==> src/design/sw_lap_pkg.sv <==
// ----------------------------------------------------------------------------
// Stopwatch package
// Shared widths, key codes and default settings for the lap stopwatch.
// ----------------------------------------------------------------------------
package sw_lap_pkg;

  localparam int DIGIT_W      = 4;
  localparam int NUM_DIGITS   = 4;
  localparam int KEY_W        = 7;
  localparam int TERM_W       = 9;
  localparam int CURSOR_OUT_W = 4;
  localparam int LAP_W        = DIGIT_W * NUM_DIGITS;

  localparam int                LAP_SLOTS_DEFAULT = 10;
  localparam logic [TERM_W-1:0] TERM_RESET        = 9'd367;
  localparam logic [DIGIT_W-1:0] DIGIT_MAX        = 4'd9;

  typedef logic [DIGIT_W-1:0] digit_t;
  typedef digit_t             digits_t [NUM_DIGITS];

  typedef enum logic [KEY_W-1:0] {
    KEY_UP    = 7'h44,
    KEY_SAVE  = 7'h46,
    KEY_CLEAR = 7'h47,
    KEY_DOWN  = 7'h4c,
    KEY_START = 7'h4e,
    KEY_STOP  = 7'h4f
  } key_code_t;

endpackage

==> src/design/sw_lap_if.sv <==
// ----------------------------------------------------------------------------
// Stopwatch channels
// Valid/ready channels for the input events and the display results.
// ----------------------------------------------------------------------------
interface sw_lap_in_if;
  import sw_lap_pkg::*;

  logic             valid;
  logic             ready;
  logic             func;
  logic [KEY_W-1:0] key_code;

  modport source (output valid, func, key_code, input ready);
  modport sink   (input valid, func, key_code, output ready);
endinterface

interface sw_lap_out_if;
  import sw_lap_pkg::*;

  logic                    valid;
  logic                    ready;
  logic [DIGIT_W-1:0]      digit_high;
  logic [DIGIT_W-1:0]      digit_second;
  logic [DIGIT_W-1:0]      digit_third;
  logic [DIGIT_W-1:0]      digit_low;
  logic                    is_running;
  logic                    is_reviewing;
  logic [CURSOR_OUT_W-1:0] lap_cursor;
  logic                    show_dashes;

  modport source (output valid, digit_high, digit_second, digit_third, digit_low,
                  is_running, is_reviewing, lap_cursor, show_dashes, input ready);
  modport sink   (input valid, digit_high, digit_second, digit_third, digit_low,
                  is_running, is_reviewing, lap_cursor, show_dashes, output ready);
endinterface

==> src/design/stopwatch_with_lap_memory_unit.sv <==
// ----------------------------------------------------------------------------
// Stopwatch with lap memory
// Four-digit BCD stopwatch with prescaler, start/stop/clear keys and a
// shifting store of lap times that can be stepped through for review.
// ----------------------------------------------------------------------------
// Usage:
//   in_ch carries one event per beat: func = 0 is a timer tick, func = 1 a
//   key event whose key_code selects start, stop, clear, save, up or down.
//   out_ch returns exactly one beat per input beat: the four digits, the
//   running and reviewing flags, the review cursor and the dash flag.
//   cfg_wr_en/cfg_wr_data write the prescaler terminal count; write it only
//   while no event is in flight.
// Timing:
//   The whole update runs in the accepting cycle; the result appears in the
//   output register in the next cycle. One event is taken every cycle as long
//   as the output register is empty or being drained in the same cycle.
//   If the receiver stalls, the result holds and in_ch.ready drops until it
//   is taken.
// Reset:
//   Digits, prescaler, cursor and flags clear, the terminal returns to 367
//   and lap slot i holds digit (i mod 10) in every place. No clearing pass.
// ----------------------------------------------------------------------------
module stopwatch_with_lap_memory_unit #(
  parameter int LAP_SLOTS = sw_lap_pkg::LAP_SLOTS_DEFAULT
) (
  input  logic                          clk,
  input  logic                          rst,
  input  logic                          cfg_wr_en,
  input  logic [sw_lap_pkg::TERM_W-1:0] cfg_wr_data,
  sw_lap_in_if.sink                     in_ch,
  sw_lap_out_if.source                  out_ch
);
  import sw_lap_pkg::*;

  localparam int CW = (LAP_SLOTS > 1) ? $clog2(LAP_SLOTS) : 1;
  localparam logic [CW-1:0] CURSOR_LAST = CW'(LAP_SLOTS - 1);

  // state
  logic [TERM_W-1:0] terminal;
  logic [TERM_W-1:0] prescale;
  logic [TERM_W-1:0] prescale_next;
  digits_t           digits;
  digits_t           digits_next;
  logic [CW-1:0]     cursor;
  logic [CW-1:0]     cursor_next;
  logic              running;
  logic              running_next;
  logic              reviewing;
  logic              reviewing_next;
  logic              save_en;
  logic [LAP_W-1:0]  lap [LAP_SLOTS];
  logic [LAP_W-1:0]  counter_word;

  logic accept;
  logic out_valid;

  assign accept       = in_ch.valid && in_ch.ready;
  assign in_ch.ready  = !out_valid || out_ch.ready;
  assign counter_word = {digits[0], digits[1], digits[2], digits[3]};

  // next-state logic for one event
  always_comb begin
    logic              carry;
    logic [TERM_W-1:0] p1;
    logic [LAP_W-1:0]  word;
    logic              do_load;
    prescale_next  = prescale;
    digits_next    = digits;
    cursor_next    = cursor;
    running_next   = running;
    reviewing_next = reviewing;
    save_en        = 1'b0;
    do_load        = 1'b0;
    carry          = 1'b0;
    p1             = prescale + TERM_W'(1);
    if (!in_ch.func) begin
      if (running) begin
        if (p1 == terminal) begin
          prescale_next = '0;
          carry         = 1'b1;
        end else begin
          prescale_next = p1;
        end
        // ripple the carry from the low digit upwards; top carry is dropped
        for (int i = NUM_DIGITS - 1; i >= 0; i--) begin
          if (carry) begin
            if (digits[i] >= DIGIT_MAX) begin
              digits_next[i] = '0;
            end else begin
              digits_next[i] = digits[i] + DIGIT_W'(1);
              carry          = 1'b0;
            end
          end
        end
      end
    end else begin
      case (in_ch.key_code)
        KEY_UP, KEY_DOWN: begin
          if (!reviewing) begin
            cursor_next    = '0;
            reviewing_next = 1'b1;
            do_load        = 1'b1;
          end else if (!running) begin
            do_load = 1'b1;
            if (in_ch.key_code == KEY_UP) begin
              if (cursor < CURSOR_LAST) begin
                cursor_next = cursor + CW'(1);
              end else begin
                cursor_next = CURSOR_LAST;
              end
            end else if (cursor != '0) begin
              cursor_next = cursor - CW'(1);
            end
          end
        end
        KEY_SAVE: begin
          save_en        = 1'b1;
          reviewing_next = 1'b0;
        end
        KEY_CLEAR: begin
          for (int i = 0; i < NUM_DIGITS; i++) digits_next[i] = '0;
        end
        KEY_START: begin
          running_next = 1'b1;
          if (reviewing) begin
            for (int i = 0; i < NUM_DIGITS; i++) digits_next[i] = '0;
            reviewing_next = 1'b0;
          end
        end
        KEY_STOP: begin
          running_next   = 1'b0;
          reviewing_next = 1'b0;
        end
        default: begin
        end
      endcase
    end
    word = lap[cursor_next];
    if (do_load) begin
      for (int i = 0; i < NUM_DIGITS; i++) begin
        digits_next[i] = word[LAP_W - 1 - i*DIGIT_W -: DIGIT_W];
      end
    end
  end

  always_ff @(posedge clk) begin
    if (rst) begin
      terminal <= TERM_RESET;
    end else if (cfg_wr_en) begin
      terminal <= cfg_wr_data;
    end
  end

  always_ff @(posedge clk) begin
    if (rst) begin
      prescale  <= '0;
      cursor    <= '0;
      running   <= 1'b0;
      reviewing <= 1'b0;
      for (int i = 0; i < NUM_DIGITS; i++) digits[i] <= '0;
    end else if (accept) begin
      prescale  <= prescale_next;
      cursor    <= cursor_next;
      running   <= running_next;
      reviewing <= reviewing_next;
      digits    <= digits_next;
    end
  end

  // lap store: shift towards the end on save, slot 0 takes the counter
  for (genvar g = 0; g < LAP_SLOTS; g++) begin : g_lap
    localparam logic [DIGIT_W-1:0] RST_DIGIT = DIGIT_W'(g % 10);
    always_ff @(posedge clk) begin
      if (rst) begin
        lap[g] <= {NUM_DIGITS{RST_DIGIT}};
      end else if (accept && save_en) begin
        if (g == 0) begin
          lap[g] <= counter_word;
        end else begin
          lap[g] <= lap[(g > 0) ? g - 1 : 0];
        end
      end
    end
  end

  // output register
  always_ff @(posedge clk) begin
    if (rst) begin
      out_valid <= 1'b0;
    end else if (accept) begin
      out_valid <= 1'b1;
    end else if (out_ch.ready) begin
      out_valid <= 1'b0;
    end
  end

  always_ff @(posedge clk) begin
    if (accept) begin
      out_ch.digit_high   <= digits_next[0];
      out_ch.digit_second <= digits_next[1];
      out_ch.digit_third  <= digits_next[2];
      out_ch.digit_low    <= digits_next[3];
      out_ch.is_running   <= running_next;
      out_ch.is_reviewing <= reviewing_next;
      out_ch.lap_cursor   <= CURSOR_OUT_W'(cursor_next);
      out_ch.show_dashes  <= !running_next && (digits_next[3] == '0) && !reviewing_next;
    end
  end

  assign out_ch.valid = out_valid;

  // checks
  a_cursor_range: assert property (@(posedge clk) disable iff (rst)
    cursor <= CURSOR_LAST)
    else $error("review cursor beyond last lap slot");

  a_digits_bcd: assert property (@(posedge clk) disable iff (rst)
    digits[0] <= DIGIT_MAX && digits[1] <= DIGIT_MAX &&
    digits[2] <= DIGIT_MAX && digits[3] <= DIGIT_MAX)
    else $error("counter digit left BCD range");

  a_idle_tick: assert property (@(posedge clk) disable iff (rst)
    accept && !in_ch.func && !running |=>
      $stable(prescale) && $stable(counter_word) && $stable(cursor))
    else $error("tick while stopped changed the state");

  a_stall_blocks: assert property (@(posedge clk) disable iff (rst)
    out_valid && !out_ch.ready |-> !accept)
    else $error("event taken while a result was stalled");

endmodule
==> src/flat_wrapper.sv <==
// flat-port wrapper written by rule: the top's interface ports become plain ports
module stopwatch_with_lap_memory_unit_flat import sw_lap_pkg::*;
#(
  parameter int LAP_SLOTS = sw_lap_pkg::LAP_SLOTS_DEFAULT
)
  (clk, rst, cfg_wr_en, cfg_wr_data, in_ch_valid, in_ch_func, in_ch_key_code, in_ch_ready, out_ch_valid, out_ch_digit_high, out_ch_digit_second, out_ch_digit_third, out_ch_digit_low, out_ch_is_running, out_ch_is_reviewing, out_ch_lap_cursor, out_ch_show_dashes, out_ch_ready);
  sw_lap_in_if in_ch_i ();
  sw_lap_out_if out_ch_i ();
  input  logic clk;
  input  logic rst;
  input  logic cfg_wr_en;
  input  logic [sw_lap_pkg::TERM_W-1:0] cfg_wr_data;
  input wire logic [$bits(in_ch_i.valid)-1:0] in_ch_valid;
  input wire logic [$bits(in_ch_i.func)-1:0] in_ch_func;
  input wire logic [$bits(in_ch_i.key_code)-1:0] in_ch_key_code;
  output wire logic [$bits(in_ch_i.ready)-1:0] in_ch_ready;
  output wire logic [$bits(out_ch_i.valid)-1:0] out_ch_valid;
  output wire logic [$bits(out_ch_i.digit_high)-1:0] out_ch_digit_high;
  output wire logic [$bits(out_ch_i.digit_second)-1:0] out_ch_digit_second;
  output wire logic [$bits(out_ch_i.digit_third)-1:0] out_ch_digit_third;
  output wire logic [$bits(out_ch_i.digit_low)-1:0] out_ch_digit_low;
  output wire logic [$bits(out_ch_i.is_running)-1:0] out_ch_is_running;
  output wire logic [$bits(out_ch_i.is_reviewing)-1:0] out_ch_is_reviewing;
  output wire logic [$bits(out_ch_i.lap_cursor)-1:0] out_ch_lap_cursor;
  output wire logic [$bits(out_ch_i.show_dashes)-1:0] out_ch_show_dashes;
  input wire logic [$bits(out_ch_i.ready)-1:0] out_ch_ready;
  assign in_ch_i.valid = in_ch_valid;
  assign in_ch_i.func = in_ch_func;
  assign in_ch_i.key_code = in_ch_key_code;
  assign in_ch_ready = in_ch_i.ready;
  assign out_ch_valid = out_ch_i.valid;
  assign out_ch_digit_high = out_ch_i.digit_high;
  assign out_ch_digit_second = out_ch_i.digit_second;
  assign out_ch_digit_third = out_ch_i.digit_third;
  assign out_ch_digit_low = out_ch_i.digit_low;
  assign out_ch_is_running = out_ch_i.is_running;
  assign out_ch_is_reviewing = out_ch_i.is_reviewing;
  assign out_ch_lap_cursor = out_ch_i.lap_cursor;
  assign out_ch_show_dashes = out_ch_i.show_dashes;
  assign out_ch_i.ready = out_ch_ready;
  stopwatch_with_lap_memory_unit #(.LAP_SLOTS(LAP_SLOTS)) u_core (.clk(clk), .rst(rst), .cfg_wr_en(cfg_wr_en), .cfg_wr_data(cfg_wr_data), .in_ch(in_ch_i), .out_ch(out_ch_i));
endmodule
==> config.mk <==
export PLATFORM = sky130hd
export DESIGN_NAME = stopwatch_with_lap_memory_unit_flat
export DESIGN_NICKNAME = d
export VERILOG_FILES = /design/src/design/sw_lap_pkg.sv /design/src/design/sw_lap_if.sv /design/src/design/stopwatch_with_lap_memory_unit.sv /design/src/flat_wrapper.sv
export SDC_FILE = /design/constraint.sdc
export NUM_CORES = 1
export LEC_CHECK = 0
export BUFFER_PORTS_ARGS = -buffer_cell sky130_fd_sc_hd__buf_4
export CORE_ASPECT_RATIO = 1.25
export CORE_MARGIN = 2
export CORE_UTILIZATION = 62
export DETAILED_ROUTE_END_ITERATION = 8
export GPL_TIMING_DRIVEN = 1
export MAX_ROUTING_LAYER = met4
export PLACE_DENSITY = 0.81
export RECOVER_POWER = 25
export SYNTH_ARGS = -nofsm -noshare
export SYNTH_HDL_FRONTEND = slang
export SYNTH_SLANG_ARGS = --single-unit
==> constraint.sdc <==
create_clock -name clk -period 7.49 [get_ports clk]
set_clock_uncertainty 0.05 [all_clocks]
set_input_delay 0.3745 -clock clk [delete_from_list [all_inputs] [get_ports clk]]
set_output_delay 0.3745 -clock clk [all_outputs]
set_load 0.02 [all_outputs]
==> flow_summary.json <==
{
  "clk_path_buf_depth": 3,
  "synth_edf_count": 183,
  "grt_max_degree": 91,
  "die_area_um2": 19200,
  "port_buffers": 46,
  "hold_class": "in -> reg",
  "hold_violations": 0,
  "syn_area_um2": 11200,
  "synth.avg_cell_area_um2": 11.0,
  "final_cell_mix": "edfxtp_1, nand2_1, and2_1",
  "gp_routability_congestion": 0.917,
  "p_per_area_nw_per_um2": 228,
  "path_max_fanout": 78,
  "crit_slowest_cell": "nand2b_1",
  "max-slew-margin-rel_pct": -112,
  "diodes": 0,
  "synth_ff_type": "edfxtp_1",
  "drive_gt1_share_pct": 9.92,
  "violations": "capacitance limit, slew limit",
  "ys.warnings.count": 0,
  "cap_violations": 5,
  "die_x_um": 124,
  "vias": 8438,
  "syn-num-nets": 1056,
  "period_share_pct": 63.9,
  "grt.overflow.total": 0,
  "row_count": 54,
  "worstPathRequired_ns": 7.56,
  "fmax_ghz": 0.209,
  "yosys.cell_types.count": 83,
  "final_util_pct": 69.9,
  "cts_inserted_buffers": 23,
  "end_kind": "flip-flop",
  "ant_nets": 0,
  "period_needed_ns": 4.78,
  "worstMarginPinSlew_ns": 3.18,
  "postCtsSetupBuffers": 0,
  "die_h_um": 154,
  "setup_violations": 0,
  "postSynth.asyncResetShare_pct": 0,
  "start_util_pct": 63.8,
  "yosysSeqAreaShare_pct": 56.4,
  "clock-sinks": 224,
  "maxSlewViolCount": 293,
  "critPathKind": "reg -> reg",
  "drt_wl_total_um": 28000,
  "wire_per_inst_um": 22.0,
  "path_cells": "nand2b_1 > nand2_1 > nor4_1 > nand3_2 > nand2b_1 > buf_4",
  "post_cts_resized": 0,
  "cp.arrival_ns": 4.85,
  "crit_path_max_incr_delay_ns": 1.71,
  "grt_pass1_vias": 8232,
  "drt_iter0_drc": 979,
  "fin_cells": 1272,
  "cts.reportedPaths.clkPinSlew_ns": 0.06,
  "fin_tns_setup_ns": 0,
  "dpl.cell_count": 1231,
  "grt_pass1_wl_um": 44300,
  "clock_latency_ns": 0.50,
  "core-area_um2": 17600,
  "leakagePower_nw": 4.28,
  "cpMostUsedCell": "nand2b_1",
  "cp-start-kind": "flip-flop",
  "nNetsFinal": 1069,
  "first_pass_iters": 6,
  "place_hpwl_um": 17600,
  "run_status": "complete, but fails checks",
  "htreeDepth": 1,
  "antenna_found_initial": 0,
  "final_common_cell": "edfxtp_1",
  "area_growth_syn_to_layout_pct": 9.67,
  "ys_seq_elements": 224,
  "io_pins": 47,
  "cts-root-buf": "clkbuf_16",
  "grt_use_total_pct": 29.8,
  "cts_tree": "yes",
  "rsz0062_at_grt": "false",
  "drcViolationCount": 0,
  "viasPerCell": 6.63,
  "ir_worst_vdd_uv": 203,
  "hold_buffers": 0,
  "syn_inst": 1019
}
-- cells by family (layout without fill, tap and decap cells) --
family / after synthesis / in the layout / share of synthesized area [%]
XOR/XNOR: 13 / 13 / 1.02
adder cells (fa/ha/maj): 15 / 15 / 1.68
AO/OA/AOI/OAI: 179 / 179 / 11.8
buffers and inverters: 96 / 125 / 3.68
flip-flops: 224 / 224 / 56.4
AND/OR/NAND/NOR: 451 / 451 / 21.6
multiplexers: 41 / 41 / 3.80
-- power breakdown --
group	internal [mW]	switching [mW]	leakage, nW
Combinational	0.0642	0.137	1.90
Clock	0.713	0.471	0.369
Sequential	1.38	0.0274	2.01
-- cell type report --
cell class | count | area [um2]
clock buffers | 30 | 612
clock inverters | 11 | 158
fillers | 1331 | 5280
inverters | 27 | 103
multi-input cells | 699 | 4500
flip-flops and latches | 224 | 6320
well taps | 224 | 280
repair buffers | 57 | 319
-- sequential cells by signal, summed over array words and instances, names as in the netlist, 4 cells and up --
name / flops
u_core.lap: 160
u_core.out_ch.digit_high: 4
u_core.counter_word: 16
u_core.cursor: 4
u_core.out_ch.digit_third: 4
u_core.out_ch.digit_second: 4
u_core.out_ch.lap_cursor: 4
u_core.terminal: 9
u_core.out_ch.digit_low: 4
u_core.prescale: 9
-- synth_stat cells (all sizes together) (3+ instances only) --
| cell | n | area [um2] |
|---|---|---|
| nor3b | 6 | 45.0 |
| nand2 | 112 | 425 |
| clkbuf | 47 | 176 |
| a211o | 10 | 87.6 |
| ha | 15 | 188 |
| nand4 | 15 | 93.8 |
| nand3 | 38 | 195 |
| a2111oi | 7 | 67.6 |
| xnor2 | 8 | 70.1 |
| buf | 22 | 133 |
| and2 | 89 | 557 |
| a21o | 4 | 30.0 |
| a311oi | 8 | 76.3 |
| a32oi | 5 | 43.8 |
| nor3 | 23 | 120 |
| o31ai | 9 | 72.6 |
| a21oi | 33 | 173 |
| dfxtp | 41 | 821 |
| nor2 | 57 | 216 |
| nor4b | 3 | 56.3 |
| nor2b | 9 | 56.3 |
| o211ai | 9 | 67.6 |
| o21a | 8 | 60.1 |
| mux2i | 29 | 290 |
| edfxtp | 183 | 5500 |
| or3 | 62 | 389 |
| o22ai | 3 | 18.8 |
| mux2 | 12 | 135 |
| a31oi | 12 | 75.1 |
| xor2 | 5 | 43.8 |
| o21ai | 27 | 139 |
| a22oi | 3 | 22.5 |
| and3 | 10 | 62.6 |
| a211oi | 11 | 92.6 |
| a41oi | 4 | 35.0 |
| inv | 26 | 97.6 |
| nand2b | 6 | 37.5 |
| nor4 | 11 | 81.3 |
| a221oi | 6 | 58.8 |
-- worst max-delay path: cells and delay by family (launching register included) --
| family | cells | cell delay (ns) |
|---|---|---|
| buf+inv | 1 | 1.01 |
| flops | 1 | 0.31 |
| simple gates | 5 | 2.93 |
-- through the flow --
| step | area [um2] | power (mW) | hold WS [ns] | setup WS (ns) |
|---|---|---|---|---|
| final | 12300 | 2.80 | 0.0292 | 2.71 |
| after global routing | 12300 | 2.88 | 0.0189 | 2.37 |
| after CTS | 12400 | 2.81 | 0.0149 | 3.06 |
| after global placement | 11600 | 1.63 | 0.460 | 2.65 |
| after floorplan | 11200 | 1.58 | 0.431 | 1.78 |
| after detailed placement | 11600 | 1.64 | 0.474 | 2.52 |
-- final timing paths --
path	from	endpoint	slack, ns	cells after the start
setup reg to reg	u_core.out_ch.valid	u_core.lap[9][12]	2.71	6
setup / recovery	u_core.out_ch.valid	u_core.lap[9][12]	2.71	6
hold / removal	cfg_wr_data[0]	u_core.terminal[0]	0.03	2
hold reg to reg	u_core.lap[8][8]	u_core.lap[9][8]	0.48	1
-- layer usage --
| metal | track usage [%] | vias to the layer above | wire length [um] |
|---|---|---|---|
| met1 | 37.8 | 4066 | 11000 |
| met5 | - | - | 0 |
| met2 | 46.5 | 453 | 13200 |
| met4 | 16.4 | 0 | 1860 |
| met3 | 4.36 | 125 | 1970 |
| li1 | - | 3794 | - |
No activity file was read; power rests on OpenSTA's default activity.
